**config.mk**
```make
export PLATFORM = sky130hd
export DESIGN_NAME = multichannel_moving_average_core
export DESIGN_NICKNAME = d
export VERILOG_FILES = /design/src/rtl/core/mma_pkg.sv /design/src/rtl/core/multichannel_moving_average_core.sv /design/src/rtl/core/mma_ring_update.sv /design/src/rtl/core/mma_recip_div.sv /design/src/rtl/core/mma_out_fifo.sv
export SDC_FILE = /design/constraint.sdc
export NUM_CORES = 2
export LEC_CHECK = 0
export BUFFER_PORTS_ARGS = -buffer_cell sky130_fd_sc_hd__buf_2
export CAP_MARGIN = 20
export CORE_ASPECT_RATIO = 1.25
export CORE_UTILIZATION = 37
export DETAILED_ROUTE_END_ITERATION = 7
export HOLD_SLACK_MARGIN = 0.12
export PLACE_DENSITY_LB_ADDON = 0.12
export SYNTH_ARGS = -nofsm -noshare
export SYNTH_HDL_FRONTEND = slang
export SYNTH_HIERARCHICAL = 1
export SYNTH_SLANG_ARGS = --single-unit
```
**constraint.sdc**
```tcl
create_clock -name clk -period 8.8 [get_ports clk]
set_input_delay 0.88 -clock clk [delete_from_list [all_inputs] [get_ports clk]]
set_output_delay 0.88 -clock clk [all_outputs]
set_load 0.02 [all_outputs]
```
**src/rtl/core/mma_pkg.sv**
```systemverilog
// ----------------------------------------------------------------------------
// Moving average package
// Shared types, fixed field widths and width helpers for the per-channel
// sliding-window averaging core.
// ----------------------------------------------------------------------------
package mma_pkg;

  // Fixed widths of the beat fields.
  localparam int CHAN_BITS        = 3;
  localparam int PORT_SAMPLE_BITS = 12;
  localparam int AVG_BITS         = 12;
  localparam int PORT_CHANNELS    = 1 << CHAN_BITS;

  // Result buffer between the datapath and the output channel.
  localparam int FIFO_DEPTH = 8;
  localparam int FIFO_AW    = $clog2(FIFO_DEPTH);

  typedef logic [CHAN_BITS-1:0]        chan_t;
  typedef logic [CHAN_BITS:0]          chan_wide_t;
  typedef logic [PORT_SAMPLE_BITS-1:0] sample_t;
  typedef logic [AVG_BITS-1:0]         avg_t;
  typedef logic [FIFO_AW-1:0]          fifo_ptr_t;
  typedef logic [FIFO_AW:0]            fifo_cnt_t;

  // Control that travels with a beat down the pipeline.
  typedef struct packed {
    logic valid;
    logic live;
  } beat_ctl_t;

  // Stored sample width: the port never carries more than its own width.
  function automatic int store_bits(input int sample_bits);
    return (sample_bits < PORT_SAMPLE_BITS) ? sample_bits : PORT_SAMPLE_BITS;
  endfunction

  // Window total width: exact sum of WINDOW stored samples.
  function automatic int total_bits(input int sample_bits, input int window);
    return store_bits(sample_bits) + $clog2(window);
  endfunction

endpackage

```
**src/rtl/core/multichannel_moving_average_core.sv**
```systemverilog
// ----------------------------------------------------------------------------
// Multichannel moving average core
// Per-channel sliding-window average of converter samples, rounded to
// nearest, one result beat for every sample beat.
// ----------------------------------------------------------------------------
//
//  Port group     | Dir | Handshake                   | Payload
//  ---------------+-----+-----------------------------+----------------------
//  sample beat    | in  | sample_valid / sample_stall | channel, sample
//  result beat    | out | result_valid / result_stall | channel_out, average
//
//  One sample beat per cycle on any channel mix while sample_stall is low,
//  set by the ring and total read-modify-write with forwarding; result_valid
//  rises once its result is written into the result buffer.
//  Reset needs no clearing pass: written and wrapped flags per channel mask
//  memory entries never written, so beats are taken right after reset.
//  With eight beats in flight or buffered, sample_stall holds until one leaves.
//
module multichannel_moving_average_core #(
  parameter int CHANNELS    = 8,
  parameter int WINDOW      = 10,
  parameter int SAMPLE_BITS = 12
) (
  input  logic             clk,
  input  logic             rst,
  input  logic             sample_valid,
  output logic             sample_stall,
  input  mma_pkg::chan_t   channel,
  input  mma_pkg::sample_t sample,
  output logic             result_valid,
  input  logic             result_stall,
  output mma_pkg::chan_t   channel_out,
  output mma_pkg::avg_t    average
);
  import mma_pkg::*;

  localparam int TOTAL_BITS = total_bits(SAMPLE_BITS, WINDOW);
  localparam fifo_cnt_t CREDIT_MAX = fifo_cnt_t'(FIFO_DEPTH);

  logic                  accept;
  logic                  pop;
  fifo_cnt_t             credit;
  beat_ctl_t             s2_ctl;
  chan_t                 s2_channel;
  logic [TOTAL_BITS-1:0] s2_total;
  beat_ctl_t             s3_ctl;
  chan_t                 s3_channel;
  avg_t                  s3_average;

  assign accept       = sample_valid && !sample_stall;
  assign pop          = result_valid && !result_stall;
  assign sample_stall = (credit == CREDIT_MAX);

  // Beats accepted and not yet delivered; bounds the result buffer.
  always_ff @(posedge clk) begin
    if (rst) begin
      credit <= '0;
    end else begin
      unique case ({accept, pop})
        2'b10:   credit <= credit + 1'b1;
        2'b01:   credit <= credit - 1'b1;
        default: credit <= credit;
      endcase
    end
  end

  // Ring and total update.
  mma_ring_update #(
    .CHANNELS    (CHANNELS),
    .WINDOW      (WINDOW),
    .SAMPLE_BITS (SAMPLE_BITS)
  ) u_ring (
    .clk        (clk),
    .rst        (rst),
    .accept     (accept),
    .channel    (channel),
    .sample     (sample),
    .s2_ctl     (s2_ctl),
    .s2_channel (s2_channel),
    .s2_total   (s2_total)
  );

  // Rounded average.
  mma_recip_div #(
    .WINDOW      (WINDOW),
    .SAMPLE_BITS (SAMPLE_BITS)
  ) u_div (
    .clk         (clk),
    .rst         (rst),
    .in_ctl      (s2_ctl),
    .in_channel  (s2_channel),
    .in_total    (s2_total),
    .out_ctl     (s3_ctl),
    .out_channel (s3_channel),
    .out_average (s3_average)
  );

  // Output buffering.
  mma_out_fifo u_fifo (
    .clk          (clk),
    .rst          (rst),
    .push         (s3_ctl.valid),
    .push_channel (s3_channel),
    .push_average (s3_average),
    .valid        (result_valid),
    .stall        (result_stall),
    .channel      (channel_out),
    .average      (average)
  );

  // Outstanding beats never exceed the buffer depth.
  a_credit_bound: assert property (@(posedge clk) disable iff (rst)
    credit <= CREDIT_MAX)
    else $error("outstanding beat count above buffer depth");

  // A buffered result always has a matching accepted beat.
  a_result_has_credit: assert property (@(posedge clk) disable iff (rst)
    result_valid |-> credit != '0)
    else $error("result offered with no beat outstanding");

  // A result leaving the divider always has a matching accepted beat.
  a_push_has_credit: assert property (@(posedge clk) disable iff (rst)
    s3_ctl.valid |-> credit != '0)
    else $error("result produced with no beat outstanding");

endmodule

```
**src/rtl/core/mma_ring_update.sv**
```systemverilog
// ----------------------------------------------------------------------------
// Ring update stage
// Holds the sample rings and window totals in synchronous memories, keeps
// the per-channel write positions, and computes the new window total with
// read-modify-write forwarding between back-to-back beats.
// ----------------------------------------------------------------------------
module mma_ring_update #(
  parameter int CHANNELS    = 8,
  parameter int WINDOW      = 10,
  parameter int SAMPLE_BITS = 12,
  localparam int TOTAL_BITS = mma_pkg::total_bits(SAMPLE_BITS, WINDOW)
) (
  input  logic                    clk,
  input  logic                    rst,
  input  logic                    accept,
  input  mma_pkg::chan_t          channel,
  input  mma_pkg::sample_t        sample,
  output mma_pkg::beat_ctl_t      s2_ctl,
  output mma_pkg::chan_t          s2_channel,
  output logic [TOTAL_BITS-1:0]   s2_total
);
  import mma_pkg::*;

  localparam int STORE_BITS = store_bits(SAMPLE_BITS);
  localparam int LIVE_CH    = (CHANNELS < PORT_CHANNELS) ? CHANNELS : PORT_CHANNELS;
  localparam int CIW        = (LIVE_CH > 1) ? $clog2(LIVE_CH) : 1;
  localparam int PW         = (WINDOW > 1) ? $clog2(WINDOW) : 1;
  localparam int DEPTH      = LIVE_CH * WINDOW;
  localparam int AW         = (DEPTH > 1) ? $clog2(DEPTH) : 1;
  localparam chan_wide_t LIVE_LIM = chan_wide_t'(LIVE_CH);
  localparam logic [PW-1:0] LAST_POS = PW'(WINDOW - 1);

  // State stores. The memories come up unknown; flags mask unwritten entries.
  logic [STORE_BITS-1:0] ring_mem  [DEPTH];
  logic [TOTAL_BITS-1:0] total_mem [LIVE_CH];
  logic [PW-1:0]         wr_pos    [LIVE_CH];
  logic [LIVE_CH-1:0]    full;
  logic [LIVE_CH-1:0]    written;

  // Accept-cycle signals.
  logic                  live0;
  logic [CIW-1:0]        idx0;
  logic [PW-1:0]         pos0;
  logic [PW-1:0]         pos0_next;
  logic                  wrap0;
  logic [AW-1:0]         addr0;
  logic [STORE_BITS-1:0] smp0;

  // Second-stage registers.
  beat_ctl_t             s1_ctl;
  chan_t                 s1_chan;
  logic [CIW-1:0]        s1_idx;
  logic [AW-1:0]         s1_addr;
  logic [STORE_BITS-1:0] s1_sample;
  logic                  s1_old_ok;
  logic                  s1_tot_ok;
  logic                  s1_fwd_ring;
  logic                  s1_fwd_total;
  logic                  s1_wr;
  logic [STORE_BITS-1:0] ring_q;
  logic [TOTAL_BITS-1:0] total_q;
  logic [STORE_BITS-1:0] last_sample;
  logic [TOTAL_BITS-1:0] last_total;
  logic [STORE_BITS-1:0] old1;
  logic [TOTAL_BITS-1:0] tot1;
  logic [TOTAL_BITS-1:0] total1_next;

  // Decode the incoming beat and find its ring slot.
  assign live0     = {1'b0, channel} < LIVE_LIM;
  assign idx0      = channel[CIW-1:0];
  assign smp0      = sample[STORE_BITS-1:0];
  assign pos0      = wr_pos[idx0];
  assign wrap0     = (pos0 == LAST_POS);
  assign pos0_next = wrap0 ? '0 : pos0 + 1'b1;
  assign addr0     = AW'(idx0) * AW'(WINDOW) + AW'(pos0);

  // Write positions advance at accept, so the next beat sees them at once.
  always_ff @(posedge clk) begin
    if (rst) begin
      full    <= '0;
      written <= '0;
      for (int i = 0; i < LIVE_CH; i++) begin
        wr_pos[i] <= '0;
      end
    end else if (accept && live0) begin
      wr_pos[idx0]  <= pos0_next;
      written[idx0] <= 1'b1;
      if (wrap0) begin
        full[idx0] <= 1'b1;
      end
    end
  end

  // Stage valid.
  always_ff @(posedge clk) begin
    if (rst) begin
      s1_ctl <= '0;
    end else begin
      s1_ctl.valid <= accept;
      s1_ctl.live  <= live0;
    end
  end

  assign s1_wr = s1_ctl.valid && s1_ctl.live;

  // Stage payload and forwarding flags against the write in flight.
  always_ff @(posedge clk) begin
    if (accept) begin
      s1_chan      <= channel;
      s1_idx       <= idx0;
      s1_addr      <= addr0;
      s1_sample    <= smp0;
      s1_old_ok    <= live0 && full[idx0];
      s1_tot_ok    <= live0 && written[idx0];
      s1_fwd_ring  <= s1_wr && live0 && (s1_addr == addr0);
      s1_fwd_total <= s1_wr && live0 && (s1_idx == idx0);
    end
  end

  // Memory reads, registered.
  always_ff @(posedge clk) begin
    if (accept && live0) begin
      ring_q  <= ring_mem[addr0];
      total_q <= total_mem[idx0];
    end
  end

  // Pick the replaced sample and the current total.
  always_comb begin
    priority if (!s1_old_ok) begin
      old1 = '0;
    end else if (s1_fwd_ring) begin
      old1 = last_sample;
    end else begin
      old1 = ring_q;
    end
    priority if (!s1_tot_ok) begin
      tot1 = '0;
    end else if (s1_fwd_total) begin
      tot1 = last_total;
    end else begin
      tot1 = total_q;
    end
  end

  assign total1_next = tot1 - TOTAL_BITS'(old1) + TOTAL_BITS'(s1_sample);

  // Write back and keep a copy for the forwarding path.
  always_ff @(posedge clk) begin
    if (s1_wr) begin
      ring_mem[s1_addr] <= s1_sample;
      total_mem[s1_idx] <= total1_next;
      last_sample       <= s1_sample;
      last_total        <= total1_next;
    end
  end

  // Hand the updated total to the divider.
  always_ff @(posedge clk) begin
    if (rst) begin
      s2_ctl <= '0;
    end else begin
      s2_ctl <= s1_ctl;
    end
  end

  always_ff @(posedge clk) begin
    s2_channel <= s1_chan;
    s2_total   <= total1_next;
  end

  // A ring slot collision can only come from the same channel.
  a_ring_fwd_same_chan: assert property (@(posedge clk) disable iff (rst)
    s1_ctl.valid && s1_fwd_ring |-> s1_fwd_total)
    else $error("ring forward without total forward");

  // A channel can only wrap after it has been written.
  a_full_written: assert property (@(posedge clk) disable iff (rst)
    (full & ~written) == '0)
    else $error("channel wrapped before first write");

  // A forwarded total always belongs to a channel already written.
  a_fwd_total_ok: assert property (@(posedge clk) disable iff (rst)
    s1_wr && s1_fwd_total |-> s1_tot_ok)
    else $error("total forwarded into unwritten channel");

endmodule

```
**src/rtl/core/mma_recip_div.sv**
```systemverilog
// ----------------------------------------------------------------------------
// Rounded divide by window
// Adds half a window to the total and divides by WINDOW through a multiply
// by a rounded-up reciprocal, then takes the upper bits of the product.
// ----------------------------------------------------------------------------
module mma_recip_div #(
  parameter int WINDOW      = 10,
  parameter int SAMPLE_BITS = 12,
  localparam int TOTAL_BITS = mma_pkg::total_bits(SAMPLE_BITS, WINDOW)
) (
  input  logic                  clk,
  input  logic                  rst,
  input  mma_pkg::beat_ctl_t    in_ctl,
  input  mma_pkg::chan_t        in_channel,
  input  logic [TOTAL_BITS-1:0] in_total,
  output mma_pkg::beat_ctl_t    out_ctl,
  output mma_pkg::chan_t        out_channel,
  output mma_pkg::avg_t         out_average
);
  import mma_pkg::*;

  localparam int STORE_BITS = store_bits(SAMPLE_BITS);
  localparam int SHIFT      = TOTAL_BITS + $clog2(WINDOW);
  localparam int MUL_BITS   = TOTAL_BITS + 2;
  localparam int PROD_BITS  = TOTAL_BITS + MUL_BITS;
  localparam longint unsigned MUL = ((longint'(1) << SHIFT) + WINDOW - 1) / WINDOW;
  localparam logic [MUL_BITS-1:0]   MUL_C = MUL_BITS'(MUL);
  localparam logic [TOTAL_BITS-1:0] HALF  = TOTAL_BITS'(WINDOW / 2);

  logic [TOTAL_BITS-1:0] biased;
  logic [PROD_BITS-1:0]  prod;

  // Rounding bias; the sum stays within the total's width.
  assign biased = in_total + HALF;

  always_ff @(posedge clk) begin
    if (rst) begin
      out_ctl <= '0;
    end else begin
      out_ctl <= in_ctl;
    end
  end

  // Reciprocal multiply, registered.
  always_ff @(posedge clk) begin
    out_channel <= in_channel;
    prod        <= PROD_BITS'(biased) * PROD_BITS'(MUL_C);
  end

  // Channels outside the configured count report zero.
  assign out_average = out_ctl.live ? AVG_BITS'(prod[SHIFT +: STORE_BITS]) : '0;

endmodule

```
**src/rtl/core/mma_out_fifo.sv**
```systemverilog
// ----------------------------------------------------------------------------
// Result buffer
// Small register FIFO that decouples the free-running datapath from the
// output channel.
// ----------------------------------------------------------------------------
module mma_out_fifo (
  input  logic             clk,
  input  logic             rst,
  input  logic             push,
  input  mma_pkg::chan_t   push_channel,
  input  mma_pkg::avg_t    push_average,
  output logic             valid,
  input  logic             stall,
  output mma_pkg::chan_t   channel,
  output mma_pkg::avg_t    average
);
  import mma_pkg::*;

  chan_t     fifo_chan [FIFO_DEPTH];
  avg_t      fifo_avg  [FIFO_DEPTH];
  fifo_ptr_t wr_ptr;
  fifo_ptr_t rd_ptr;
  fifo_cnt_t count;
  logic      pop;

  assign valid   = (count != '0);
  assign pop     = valid && !stall;
  assign channel = fifo_chan[rd_ptr];
  assign average = fifo_avg[rd_ptr];

  // Entry storage.
  always_ff @(posedge clk) begin
    if (push) begin
      fifo_chan[wr_ptr] <= push_channel;
      fifo_avg[wr_ptr]  <= push_average;
    end
  end

  // Pointers and fill level.
  always_ff @(posedge clk) begin
    if (rst) begin
      wr_ptr <= '0;
      rd_ptr <= '0;
      count  <= '0;
    end else begin
      if (push) begin
        wr_ptr <= wr_ptr + 1'b1;
      end
      if (pop) begin
        rd_ptr <= rd_ptr + 1'b1;
      end
      unique case ({push, pop})
        2'b10:   count <= count + 1'b1;
        2'b01:   count <= count - 1'b1;
        default: count <= count;
      endcase
    end
  end

endmodule
```
==> flow_summary_export.csv <==
group,metric,value,unit
route,drt-total-wl,166000,µm
synthesis,synthesis.nets,4189,
synthesis,synth.top_cell.area_share,66.4,%
synthesis,synthMostInstantiatedCell,"sky130_fd_sc_hd__edfxtp_1",
global_route,pin_count_of_the_biggest_net_entering_global_routing,87,
global_route,globalRouteTotalUtil,20.4,%
die,die-width,361,µm
clock_tree,post_cts.resized_instances,0,
layout,utilization,42.4,%
synthesis,post_synth.cell_area_avg,15.2,µm²
route,final_antenna_violating_net_count,0,
sta,rsz0062_at_grt,"no",
clock_tree,cts.hold.buffers_added,0,
clock_tree,cts_sinks,1395,
synthesis,postSynth.topFlopCell,"sky130_fd_sc_hd__edfxtp_1",
sta,tns,0,ps
placement,input_output_buffers,35,
route,avgViaCountPerCell,5.38,
sta,worst_slack,2110,ps
setup_path,worstPathBufferInverterCount,4,
setup_path,setup.worst_path.start_class,"flop",
setup_path,slowest_delay,590,ps
global_route,grt_antenna_before_repair,4,
setup_path,timing.critical_path.fanout_max,6,
sta,worst_pin_slew,1120,ps
clock_tree,tritoncts,"built",
setup_path,crit_path_end_kind,"flop",
die,fp.dieH,451,µm
sta,achievable-frequency,149,MHz
synthesis,synth_area,59700,µm²
synthesis,netlist_top_cells_area,"sky130_fd_sc_hd__edfxtp_1, sky130_fd_sc_hd__ha_1, sky130_fd_sc_hd__nand2_1, sky130_fd_sc_hd__fa_1, sky130_fd_sc_hd__mux4_2",
sta,timing.final.crit_share,76.0,%
synthesis,seq_area_frac_synth,68.9,%
route,avgRoutedWirePerCell,26.5,µm
synthesis,ys_warn_count,6,
clock_tree,clkLatencyLatePin,800,ps
sta,finalHoldViolations,0,
clock_tree,post-cts-setup-buffer-count,0,
die,placement_rows,164,
layout,fill_cells,14500,
clock_tree,clock_tree.root_cell,"sky130_fd_sc_hd__clkbuf_16",
setup_path,kind_of_critical_path,"flop to flop",
sta,drv_slew,0,
status,run_status,"finished clean",
layout,nNetsFinal,4344,
route,num_vias,33800,
clock_tree,clk_pin_slew_worst_paths,60,ps
sta,fin_worst_skew,48.2,ps
global_route,grt_first_pass_wirelength,242000,µm
die,die_area,163000,µm²
job,cap_violations,0,
setup_path,critical-path-top-delay-family,"adder cells",
global_route,grt_overflow,0,
global_route,grt_pass1_vias,34100,
synthesis,async_reset_ff_share,0,%
setup_path,critical_path_arrival,7330,ps
layout,finalInstanceArea,67800,µm²
synthesis,top_cells_by_count_synth,"sky130_fd_sc_hd__edfxtp_1, sky130_fd_sc_hd__nand2_1, sky130_fd_sc_hd__inv_1",
clock_tree,cts-root-to-sink-buffers,3,
layout,area_delta_synth_final,13.5,%
setup_path,crit_chain,"ha_1 > o211a_1 > and2b_1 > and4_1 > xor2_1 > ha_1 > ha_1 > inv_1 > fa_1 > inv_1 > fa_1 > fa_1 > inv_1 > fa_1 > inv_1 > ha_1 > a2111oi_0 > o21ai_0 > and2_1 > a21oi_1 > o21ai_0 > xor2_1",
synthesis,yosysTopAreaCell,"sky130_fd_sc_hd__edfxtp_1",
sta,min_period,6690,ps
route,drc,0,
clock_tree,cts-buffers-inserted,145,
placement,dpl.hpwl,108000,µm
die,core_area,160000,µm²
die,boundaryPins,36,
placement,preCtsSetupSlack,1960,ps
route,drt_iter0_drc,2801,
placement,place.gp.congestion,0.859,
layout,drive_gt1_share,13.5,%
synthesis,instance_count_of_the_mapped_netlist,3928,
sta,setup_viol,0,
setup_path,critical-path-slowest-cell,"sky130_fd_sc_hd__xor2_1",
clock_tree,cts_htree_levels,4,
synthesis,synth_cell_types,84,
placement,post_dp_cell_area,63100,µm²
die,initial_utilization,37.3,%
synthesis,synth_seq_cells,1395,
min_path,holdCritPathClass,"primary input to flop",
route,detail_route.first_pass.iterations,6,
sta,worst_slew_margin_rel,24.8,%
synthesis,synth_edf_count,1322,
setup_path,critPathRequiredTime,9440,ps
-- sequential cells by signal (all words and copies together) (netlist names), 7 cells and up, named ones only --
signal / count
u_ring/full: 8
u_ring/ring_q: 12
u_fifo/fifo_chan: 24
u_fifo/fifo_avg: 96
u_ring/last_sample: 12
u_ring/total_mem: 128
u_ring/s2_total: 16
u_ring/ring_mem: 960
u_ring/total_q: 16
u_ring/last_total: 16
u_div/prod: 12
u_ring/wr_pos: 32
u_ring/s1_sample: 12
u_ring/s1_addr: 7
u_ring/written: 8
-- through the flow --
stage	hold slack [ps]	std cells
3_3_place_gp	422	5999
5_1_grt	230	6273
4_1_cts	194	6267
6_report	259	6276
2_1_floorplan	310	3928
3_5_place_dp	426	6006
-- area by class of cell --
class                   instances  area, µm²  share of cell area (%)
clock buffers                 184       3830                    5.66
diodes                          4       10.0                  0.0148
flip-flops and latches       1395      41200                    60.7
well taps                    2075       2600                    3.83
repair buffers                200       1470                    2.17
inverters                     210        796                    1.17
multi-input cells            2131      17100                    25.2
clock inverters                77        835                    1.23
-- cell usage in the layout (no fill, tap or decap), types with 38 or more instances in the layout --
| cell type | instances |
|---|---|
| sky130_fd_sc_hd__edfxtp_1 | 1322 |
| sky130_fd_sc_hd__nand2_1 | 490 |
| sky130_fd_sc_hd__inv_1 | 205 |
| sky130_fd_sc_hd__nand3_1 | 168 |
| sky130_fd_sc_hd__nor2_1 | 167 |
| sky130_fd_sc_hd__buf_4 | 157 |
| sky130_fd_sc_hd__ha_1 | 156 |
| sky130_fd_sc_hd__clkbuf_16 | 145 |
| sky130_fd_sc_hd__mux2i_1 | 117 |
| sky130_fd_sc_hd__a22oi_1 | 95 |
| sky130_fd_sc_hd__fa_1 | 85 |
| sky130_fd_sc_hd__a21oi_1 | 80 |
| sky130_fd_sc_hd__a31oi_1 | 79 |
| sky130_fd_sc_hd__mux4_2 | 74 |
| sky130_fd_sc_hd__dfxtp_1 | 72 |
| sky130_fd_sc_hd__xnor2_1 | 50 |
| sky130_fd_sc_hd__xor2_1 | 38 |
-- worst paths after layout --
path,depth (start not counted),end,from,slack (ps)
hold reg to reg,1,u_div/out_ctl[0],u_ring/s2_ctl[0],430
setup reg to reg,22,u_div/prod[22],u_ring/s2_total[0],2110
setup / recovery,22,u_div/prod[22],u_ring/s2_total[0],2110
hold / removal,1,u_ring/s1_sample[6],sample[6],260
-- kinds of logic after synthesis --
logic type | count (synthesis) | synth area share (%)
flops | 1395 | 68.9
simple gates | 1014 | 7.65
compound gates | 515 | 6.16
buf+inv | 402 | 2.76
mux | 262 | 6.84
fa+ha+maj | 242 | 6.14
xor+xnor | 98 | 1.56
-- metal layers --
layer / global-route usage (%) / part of all wire (%) / up-vias
met5: 0 / 0.011 / -
met4: 5.69 / 2.3 / 2
met3: 2.62 / 4.4 / 204
met2: 36.5 / 52 / 836
met1: 25.7 / 41 / 17500
li1: - / - / 15200
Power is not shown: default switching activity piles up to over one toggle a cycle in this logic, so the estimate is an artifact.
